File: src/hw/rtl/sle_pkg.sv
// Package: widths, sizes and operation codes of the list engine.
`default_nettype none

package sle_pkg;

    localparam int DEPTH  = 16;
    localparam int IDX_W  = $clog2(DEPTH);
    localparam int CNT_W  = $clog2(DEPTH + 1);
    localparam int FUNC_W = 3;
    localparam int POS_W  = 4;
    localparam int DATA_W = 8;

    localparam logic [FUNC_W-1:0] OP_READ    = 3'd0;
    localparam logic [FUNC_W-1:0] OP_INSERT  = 3'd1;
    localparam logic [FUNC_W-1:0] OP_APPEND  = 3'd2;
    localparam logic [FUNC_W-1:0] OP_REMOVE  = 3'd3;
    localparam logic [FUNC_W-1:0] OP_REVERSE = 3'd4;

    localparam logic ST_OK  = 1'b0;
    localparam logic ST_ERR = 1'b1;

endpackage

`default_nettype wire

File: src/hw/rtl/sle_if.sv
// Interfaces: request and response channels of the list engine.
`default_nettype none

interface sle_req_if;
    import sle_pkg::*;

    logic              valid;
    logic              ready;
    logic [FUNC_W-1:0] func;
    logic [POS_W-1:0]  position;
    logic [DATA_W-1:0] data_in;

    modport source (output valid, output func, output position, output data_in,
                    input ready);
    modport sink   (input valid, input func, input position, input data_in,
                    output ready);
endinterface

interface sle_rsp_if;
    import sle_pkg::*;

    logic              valid;
    logic              ready;
    logic [DATA_W-1:0] data_out;
    logic              status;
    logic [CNT_W-1:0]  count;

    modport source (output valid, output data_out, output status, output count,
                    input ready);
    modport sink   (input valid, input data_out, input status, input count,
                    output ready);
endinterface

`default_nettype wire

File: src/hw/rtl/sequential_list_engine_unit.sv
// Top level: sequential list engine, an ordered byte list in a two-port store.
`default_nettype none

// The engine keeps an ordered list of up to 16 bytes in a small store with one
// read port and one write port, plus an entry count. Each request beat asks for
// one operation (read, insert at a position, append, remove at a position,
// reverse) and yields exactly one response beat with the byte read, a status
// (0 done, 1 error) and the count after the operation. Out-of-range positions,
// insert or append into a full list, and unknown function codes report an
// error and leave the list untouched. One request is worked at a time: req
// ready is high only while the sequencer is idle, and it stays high while a
// finished response still sits in the output register. The time from accept
// to a loaded response is set by the store's single read and write port:
// read and errors go straight to the response, append writes one entry,
// insert at p moves entries count-1 down to p up by one and then writes the
// new byte, remove at p moves the entries above it down by one (nothing for
// the last entry), reverse swaps pairs from both ends, one swap at a time. A
// response meeting an occupied output register waits until the sink frees it.
// The store itself has no reset and no clearing pass: only entries below the
// count are ever read, and each of those has been written.
module sequential_list_engine_unit (
    input  wire logic  clk,
    input  wire logic  rst_n,
    sle_req_if.sink    req,
    sle_rsp_if.source  rsp
);
    import sle_pkg::*;

    typedef enum logic [2:0] {
        S_IDLE,
        S_MOVE,
        S_PUT,
        S_REV_A,
        S_REV_B,
        S_REV_C,
        S_REV_END,
        S_RESP
    } state_t;

    // List store, one read and one write per cycle, registered read data.
    logic [DATA_W-1:0] mem [DEPTH];
    logic [DATA_W-1:0] rdata_reg;
    logic              mem_re;
    logic [IDX_W-1:0]  mem_raddr;
    logic              mem_we;
    logic [IDX_W-1:0]  mem_waddr;
    logic [DATA_W-1:0] mem_wdata;

    // Sequencer registers. rd_ptr/end_ptr double as lo/hi during reverse,
    // wr_ptr holds the pending hi write, put_data the saved lo byte.
    state_t            state_reg,     state_next;
    logic [CNT_W-1:0]  count_reg,     count_next;
    logic [IDX_W-1:0]  rd_ptr_reg,    rd_ptr_next;
    logic [IDX_W-1:0]  end_ptr_reg,   end_ptr_next;
    logic [IDX_W-1:0]  wr_ptr_reg,    wr_ptr_next;
    logic              pend_reg,      pend_next;
    logic              more_reg,      more_next;
    logic              up_reg,        up_next;
    logic [IDX_W-1:0]  put_addr_reg,  put_addr_next;
    logic [DATA_W-1:0] put_data_reg,  put_data_next;
    logic              stat_reg,      stat_next;
    logic              take_rd_reg,   take_rd_next;

    // Output register.
    logic              ovalid_reg,    ovalid_next;
    logic [DATA_W-1:0] odata_reg,     odata_next;
    logic              ostat_reg,     ostat_next;
    logic [CNT_W-1:0]  ocount_reg,    ocount_next;

    logic              accept;
    logic              pos_ok;
    logic              full;
    logic [CNT_W-1:0]  pos_ext;

    assign req.ready    = (state_reg == S_IDLE);
    assign accept       = req.valid && req.ready;
    assign pos_ext      = CNT_W'(req.position);
    assign pos_ok       = (pos_ext < count_reg);
    assign full         = (count_reg == CNT_W'(DEPTH));

    assign rsp.valid    = ovalid_reg;
    assign rsp.data_out = odata_reg;
    assign rsp.status   = ostat_reg;
    assign rsp.count    = ocount_reg;

    always_ff @(posedge clk)
    begin
        if (mem_we)
        begin
            mem[mem_waddr] <= mem_wdata;
        end
        if (mem_re)
        begin
            rdata_reg <= mem[mem_raddr];
        end
    end

    always_comb
    begin
        state_next    = state_reg;
        count_next    = count_reg;
        rd_ptr_next   = rd_ptr_reg;
        end_ptr_next  = end_ptr_reg;
        wr_ptr_next   = wr_ptr_reg;
        pend_next     = pend_reg;
        more_next     = more_reg;
        up_next       = up_reg;
        put_addr_next = put_addr_reg;
        put_data_next = put_data_reg;
        stat_next     = stat_reg;
        take_rd_next  = take_rd_reg;
        ovalid_next   = ovalid_reg;
        odata_next    = odata_reg;
        ostat_next    = ostat_reg;
        ocount_next   = ocount_reg;

        mem_re    = 1'b0;
        mem_raddr = rd_ptr_reg;
        mem_we    = 1'b0;
        mem_waddr = wr_ptr_reg;
        mem_wdata = rdata_reg;

        // Drop the response beat once the sink takes it.
        if (ovalid_reg && rsp.ready)
        begin
            ovalid_next = 1'b0;
        end

        case (state_reg)
            S_IDLE:
            begin
                if (accept)
                begin
                    stat_next    = ST_OK;
                    take_rd_next = 1'b0;
                    pend_next    = 1'b0;
                    state_next   = S_RESP;
                    case (req.func)
                        OP_READ:
                        begin
                            if (pos_ok)
                            begin
                                mem_re       = 1'b1;
                                mem_raddr    = IDX_W'(req.position);
                                take_rd_next = 1'b1;
                            end
                            else
                            begin
                                stat_next = ST_ERR;
                            end
                        end
                        OP_INSERT:
                        begin
                            if (!pos_ok || full)
                            begin
                                stat_next = ST_ERR;
                            end
                            else
                            begin
                                // Shift entries count-1 down to position up by one.
                                rd_ptr_next   = IDX_W'(count_reg - CNT_W'(1));
                                end_ptr_next  = IDX_W'(req.position);
                                up_next       = 1'b1;
                                more_next     = 1'b1;
                                put_addr_next = IDX_W'(req.position);
                                put_data_next = req.data_in;
                                count_next    = count_reg + CNT_W'(1);
                                state_next    = S_MOVE;
                            end
                        end
                        OP_APPEND:
                        begin
                            if (full)
                            begin
                                stat_next = ST_ERR;
                            end
                            else
                            begin
                                put_addr_next = IDX_W'(count_reg);
                                put_data_next = req.data_in;
                                count_next    = count_reg + CNT_W'(1);
                                state_next    = S_PUT;
                            end
                        end
                        OP_REMOVE:
                        begin
                            if (!pos_ok)
                            begin
                                stat_next = ST_ERR;
                            end
                            else
                            begin
                                count_next = count_reg - CNT_W'(1);
                                // Removing the last entry moves nothing.
                                if (pos_ext + CNT_W'(1) != count_reg)
                                begin
                                    rd_ptr_next  = IDX_W'(pos_ext + CNT_W'(1));
                                    end_ptr_next = IDX_W'(count_reg - CNT_W'(1));
                                    up_next      = 1'b0;
                                    more_next    = 1'b1;
                                    state_next   = S_MOVE;
                                end
                            end
                        end
                        OP_REVERSE:
                        begin
                            if (count_reg >= CNT_W'(2))
                            begin
                                rd_ptr_next  = '0;
                                end_ptr_next = IDX_W'(count_reg - CNT_W'(1));
                                state_next   = S_REV_A;
                            end
                        end
                        default:
                        begin
                            stat_next = ST_ERR;
                        end
                    endcase
                end
            end

            S_MOVE:
            begin
                // Write back the beat read last cycle, issue the next read.
                if (pend_reg)
                begin
                    mem_we = 1'b1;
                end
                if (more_reg)
                begin
                    mem_re      = 1'b1;
                    pend_next   = 1'b1;
                    wr_ptr_next = up_reg ? rd_ptr_reg + IDX_W'(1)
                                         : rd_ptr_reg - IDX_W'(1);
                    if (rd_ptr_reg == end_ptr_reg)
                    begin
                        more_next = 1'b0;
                    end
                    else
                    begin
                        rd_ptr_next = up_reg ? rd_ptr_reg - IDX_W'(1)
                                             : rd_ptr_reg + IDX_W'(1);
                    end
                end
                else
                begin
                    pend_next  = 1'b0;
                    state_next = up_reg ? S_PUT : S_RESP;
                end
            end

            S_PUT:
            begin
                mem_we     = 1'b1;
                mem_waddr  = put_addr_reg;
                mem_wdata  = put_data_reg;
                state_next = S_RESP;
            end

            S_REV_A:
            begin
                // Read lo; finish the previous swap's hi write.
                mem_re    = 1'b1;
                mem_raddr = rd_ptr_reg;
                if (pend_reg)
                begin
                    mem_we    = 1'b1;
                    mem_waddr = wr_ptr_reg;
                    mem_wdata = put_data_reg;
                end
                pend_next  = 1'b0;
                state_next = S_REV_B;
            end

            S_REV_B:
            begin
                mem_re        = 1'b1;
                mem_raddr     = end_ptr_reg;
                put_data_next = rdata_reg;
                state_next    = S_REV_C;
            end

            S_REV_C:
            begin
                mem_we       = 1'b1;
                mem_waddr    = rd_ptr_reg;
                mem_wdata    = rdata_reg;
                wr_ptr_next  = end_ptr_reg;
                pend_next    = 1'b1;
                rd_ptr_next  = rd_ptr_reg + IDX_W'(1);
                end_ptr_next = end_ptr_reg - IDX_W'(1);
                if (CNT_W'(rd_ptr_reg) + CNT_W'(2) < CNT_W'(end_ptr_reg))
                begin
                    state_next = S_REV_A;
                end
                else
                begin
                    state_next = S_REV_END;
                end
            end

            S_REV_END:
            begin
                mem_we     = 1'b1;
                mem_waddr  = wr_ptr_reg;
                mem_wdata  = put_data_reg;
                pend_next  = 1'b0;
                state_next = S_RESP;
            end

            S_RESP:
            begin
                // Hold until the output register is free.
                if (!ovalid_reg || rsp.ready)
                begin
                    ovalid_next = 1'b1;
                    odata_next  = take_rd_reg ? rdata_reg : '0;
                    ostat_next  = stat_reg;
                    ocount_next = count_reg;
                    state_next  = S_IDLE;
                end
            end

            default:
            begin
                state_next = S_IDLE;
            end
        endcase
    end

    always_ff @(posedge clk or negedge rst_n)
    begin
        if (!rst_n)
        begin
            state_reg    <= S_IDLE;
            count_reg    <= '0;
            pend_reg     <= 1'b0;
            more_reg     <= 1'b0;
            up_reg       <= 1'b0;
            ovalid_reg   <= 1'b0;
            rd_ptr_reg   <= '0;
            end_ptr_reg  <= '0;
            wr_ptr_reg   <= '0;
            put_addr_reg <= '0;
            put_data_reg <= '0;
            stat_reg     <= ST_OK;
            take_rd_reg  <= 1'b0;
            odata_reg    <= '0;
            ostat_reg    <= ST_OK;
            ocount_reg   <= '0;
        end
        else
        begin
            state_reg    <= state_next;
            count_reg    <= count_next;
            pend_reg     <= pend_next;
            more_reg     <= more_next;
            up_reg       <= up_next;
            ovalid_reg   <= ovalid_next;
            rd_ptr_reg   <= rd_ptr_next;
            end_ptr_reg  <= end_ptr_next;
            wr_ptr_reg   <= wr_ptr_next;
            put_addr_reg <= put_addr_next;
            put_data_reg <= put_data_next;
            stat_reg     <= stat_next;
            take_rd_reg  <= take_rd_next;
            odata_reg    <= odata_next;
            ostat_reg    <= ostat_next;
            ocount_reg   <= ocount_next;
        end
    end

endmodule

`default_nettype wire

File: src/flat_wrapper.sv
// flat-port wrapper written by rule: the top's interface ports become plain ports
module sequential_list_engine_unit_flat import sle_pkg::*;
  (clk, rst_n, req_valid, req_func, req_position, req_data_in, req_ready, rsp_valid, rsp_data_out, rsp_status, rsp_count, rsp_ready);
  sle_req_if req_i ();
  sle_rsp_if rsp_i ();
  input  wire logic clk;
  input  wire logic rst_n;
  input wire logic [$bits(req_i.valid)-1:0] req_valid;
  input wire logic [$bits(req_i.func)-1:0] req_func;
  input wire logic [$bits(req_i.position)-1:0] req_position;
  input wire logic [$bits(req_i.data_in)-1:0] req_data_in;
  output wire logic [$bits(req_i.ready)-1:0] req_ready;
  output wire logic [$bits(rsp_i.valid)-1:0] rsp_valid;
  output wire logic [$bits(rsp_i.data_out)-1:0] rsp_data_out;
  output wire logic [$bits(rsp_i.status)-1:0] rsp_status;
  output wire logic [$bits(rsp_i.count)-1:0] rsp_count;
  input wire logic [$bits(rsp_i.ready)-1:0] rsp_ready;
  assign req_i.valid = req_valid;
  assign req_i.func = req_func;
  assign req_i.position = req_position;
  assign req_i.data_in = req_data_in;
  assign req_ready = req_i.ready;
  assign rsp_valid = rsp_i.valid;
  assign rsp_data_out = rsp_i.data_out;
  assign rsp_status = rsp_i.status;
  assign rsp_count = rsp_i.count;
  assign rsp_i.ready = rsp_ready;
  sequential_list_engine_unit u_core (.clk(clk), .rst_n(rst_n), .req(req_i), .rsp(rsp_i));
endmodule
File: config.mk
export PLATFORM = sky130hd
export DESIGN_NAME = sequential_list_engine_unit_flat
export DESIGN_NICKNAME = d
export VERILOG_FILES = /design/src/hw/rtl/sle_pkg.sv /design/src/hw/rtl/sle_if.sv /design/src/hw/rtl/sequential_list_engine_unit.sv /design/src/flat_wrapper.sv
export SDC_FILE = /design/constraint.sdc
export NUM_CORES = 1
export LEC_CHECK = 0
export BUFFER_PORTS_ARGS = -buffer_cell sky130_fd_sc_hd__buf_4
export CAP_MARGIN = 20
export CORE_MARGIN = 5
export CORE_UTILIZATION = 50
export DETAILED_ROUTE_END_ITERATION = 7
export PLACE_DENSITY = 0.76
export SETUP_SLACK_MARGIN = 0.4
export SLEW_MARGIN = 20
export SYNTH_ARGS = -nofsm -noshare
export SYNTH_HDL_FRONTEND = slang
export SYNTH_SLANG_ARGS = --single-unit
File: constraint.sdc
create_clock -name clk -period 4.45 [get_ports clk]
set_input_delay 0.6675 -clock clk [delete_from_list [all_inputs] [get_ports clk]]
set_output_delay 0.6675 -clock clk [all_outputs]
set_load 0.005 [all_outputs]
==> run metrics <==
synth unique cells 63; Internal Power between 0.004 and 0.005 W; # port buffers 34; Synth Cell Area 0.009211 mm²; worst min path class in2async; Routed Antenna Nets 0; EDFF count, synth approximately 140; maximum fanout along the worst path 8; WL/cell around 20 µm; unrepaired setup endpoints after global routing no; WL final roughly 21000 µm; DRC Markers 0; Clock Power Share 0.183; first-iteration detailed-routing DRC count between 700 and 800; Final Instance Area slightly above 0.01 mm²; die width about 150 µm; Net Sw Power 0.003286 W; ant diodes 0; Leak Pwr 3.870 nW; IO Count 35; Core Footprint 0.01802 mm²; largest net degree at the start of global routing 53; Buf+Inv Stages, Crit Path 1; CP Class reg2reg; peak supply drop 0.0004553 V; register clock-pin slew on the reported worst setup and hold paths 0.07 ns; Max Clk Rate 0.2769 GHz; Crit path required time 4.60 ns; Slew Limit Headroom 0.2910; Post-Syn Area per Cell 11.70 µm²; Top reg by flops u_core.mem; Crit-path slowest cell nor3b_2; vias 6281; Yosys reg bits 188; Max clock buf depth 2; clk_skew around 0.009 ns; Syn Inst Count between 700 and 800; CTS Hold Bufs 0; crit path cell chain inv_1, ha_1, a21oi_1, nor2_1, nor4_1, o31ai_1, nor3b_2, a22oi_1, nand2_1, a221oi_1; first-pass detailed-route iteration total 5; terminus of the critical flop-to-flop path u_core.rdata_reg[7]$_DFFE_PP_; final setup margin around 0.84 ns; gpl congestion 0.9126; starting density of the core 0.5110; slowest stage delay, CP between 0.6 and 0.7 ns; Max Cap Viol 0; vias in the first global route 5903; reg-to-reg setup timing slack 0.84 ns; Setup crit end kind flop; Detail Placement HPWL 14510 µm; Via density 6.016; sequential area share after synthesis 0.5846; Arr. time, crit path 3.76 ns; fraction of layout cells with a size suffix above 1 0.1337; Tightest Pin Transition 1.056 ns; setup bufs post-CTS 0; P&R area growth vs syn 10.26%; family with the most delay on the worst path simple AND/OR/NAND/NOR gates; Final Hold Fails 0; initial antenna violation count 0; Synthesized Nets 824; power per cell area 795.9 mW/mm²; total power 0.008084 W; Yosys warnings 0; GRT Util Overall 0.1989; commonest register cell after synthesis edfxtp_1; Clock Latency Late Sink 0.43 ns; TNS Setup 0 ns; CTS Sinks 188; switch share 0.4065; status finished clean; Die ar. between 0.02 and 0.025 mm²; row cnt 49; Root Driver clkbuf_16; Worst R2R Start u_core.count_reg[3]$_DFFE_PN0P_; leading cell types in the layout, fill and taps excluded 136 x edfxtp_1, 95 x nand2_1, 59 x mux2i_1, 56 x nor2_1, 52 x dfrtp_1; first-pass GRT wire length ~33000 µm; CP startpoint kind flop; final net count 839; Worst R2R Path Depth 10; post-route clock period utilization 0.8115; global route overflow 0; commonest non-fill, non-tap cell in the layout edfxtp_1; crit path time final 3.611 ns; Max Slew Vio Count 0; Post-synth ARST share 0.2766; worst hold margin between 0.2 and 0.3 ns; TritonCTS clock tree yes; Setup WS pre-CTS around 0.64 ns; CTS Buf Count 17; Die Height 145.7 µm; final setup fails 0; H-tree lvl count 4; Sequential Power Share 0.389; Logic pwr share 0.427; max reg flops around 130; Placement Cell Area 0.009570 mm²; Resize count post-CTS 0
[layout make-up]
class	instances	area, µm²
Clock buffer	17	425.4
Clock inverter	15	160.2
Fill cell	1450	7869
Inverter	18	67.56
Multi-Input combinational cell	533	3488
Sequential cell	188	5385
Tap cell	229	286.5
Timing Repair Buffer	44	342.8
[metrics by stage]
stage	std cells	util
floorplan	787	-
global placement	1012	0.5310
detailed placement	1012	0.5310
CTS	1044	0.5634
global route	1044	0.5634
finish	1044	0.5634
[power by group through the flow]
stage / Sequential [W] / Combinational, W / Clock (W)
floorplan: 0.00300 / 0.00264 / 0
CTS: 0.00314 / 0.00344 / 0.00150
detailed placement: 0.00318 / 0.00343 / 0
finish: 0.00315 / 0.00345 / 0.00148
global placement: 0.00316 / 0.00335 / 0
global route: 0.00320 / 0.00380 / 0.00158
[routing by layer]
metal,GRT usage,part of all wire,routed length (µm)
met1,0.2988,0.43,9038
met2,0.2952,0.46,9619
met3,0.03363,0.088,1845
met4,0.06483,0.018,374
met5,0,0,0
[how the worst max path moves through the flow]
| stage | from | end | slack (ns) | cells after the start |
|---|---|---|---|---|
| after floorplan | req_valid | u_core.rdata_reg[6]$_DFFE_PP_ | 1.15 | 11 |
| after global placement | req_valid | u_core.rdata_reg[4]$_DFFE_PP_ | 0.75 | 9 |
| after detailed placement | req_valid | u_core.rdata_reg[4]$_DFFE_PP_ | 0.64 | 9 |
| after CTS | u_core.count_reg[3]$_DFFE_PN0P_ | u_core.rdata_reg[5]$_DFFE_PP_ | 0.91 | 10 |
| after global routing | u_core.count_reg[3]$_DFFE_PN0P_ | u_core.rdata_reg[5]$_DFFE_PP_ | 0.60 | 10 |
| final | u_core.count_reg[3]$_DFFE_PN0P_ | u_core.rdata_reg[7]$_DFFE_PP_ | 0.84 | 10 |
[synth_stat cells, types with 4 or more instances]
cell | n | share of area
a21oi_1 | 50 | 0.027
a221oi_1 | 8 | 0.0076
a22oi_1 | 17 | 0.014
a31oi_1 | 5 | 0.0034
buf_1 | 4 | 0.0016
buf_12 | 4 | 0.0087
clkbuf_1 | 34 | 0.014
dfrtp_1 | 52 | 0.14
edfxtp_1 | 136 | 0.44
ha_1 | 18 | 0.024
inv_1 | 18 | 0.0073
mux2_2 | 24 | 0.029
mux2i_1 | 59 | 0.064
nand2_1 | 95 | 0.039
nand2b_1 | 5 | 0.0034
nand3_1 | 23 | 0.012
nor2_1 | 56 | 0.023
nor2b_1 | 8 | 0.0054
nor3_1 | 12 | 0.0065
nor4_1 | 4 | 0.0027
o21a_1 | 4 | 0.0033
o21ai_0 | 52 | 0.028
o22ai_1 | 16 | 0.011
o311ai_0 | 4 | 0.0038
o31ai_1 | 6 | 0.0049
xnor2_1 | 14 | 0.013
xor2_1 | 5 | 0.0048
[cell families after synthesis]
| group | count (synthesis) | share of synthesized area |
|---|---|---|
| xor+xnor | 19 | 0.01807 |
| compound gates | 187 | 0.1284 |
| simple gates | 226 | 0.1131 |
| mux | 83 | 0.09345 |
| buf+inv | 66 | 0.03790 |
| flops | 188 | 0.5846 |
| fa+ha+maj | 18 | 0.02445 |
Note: power is estimated with default switching activity, not from simulation.
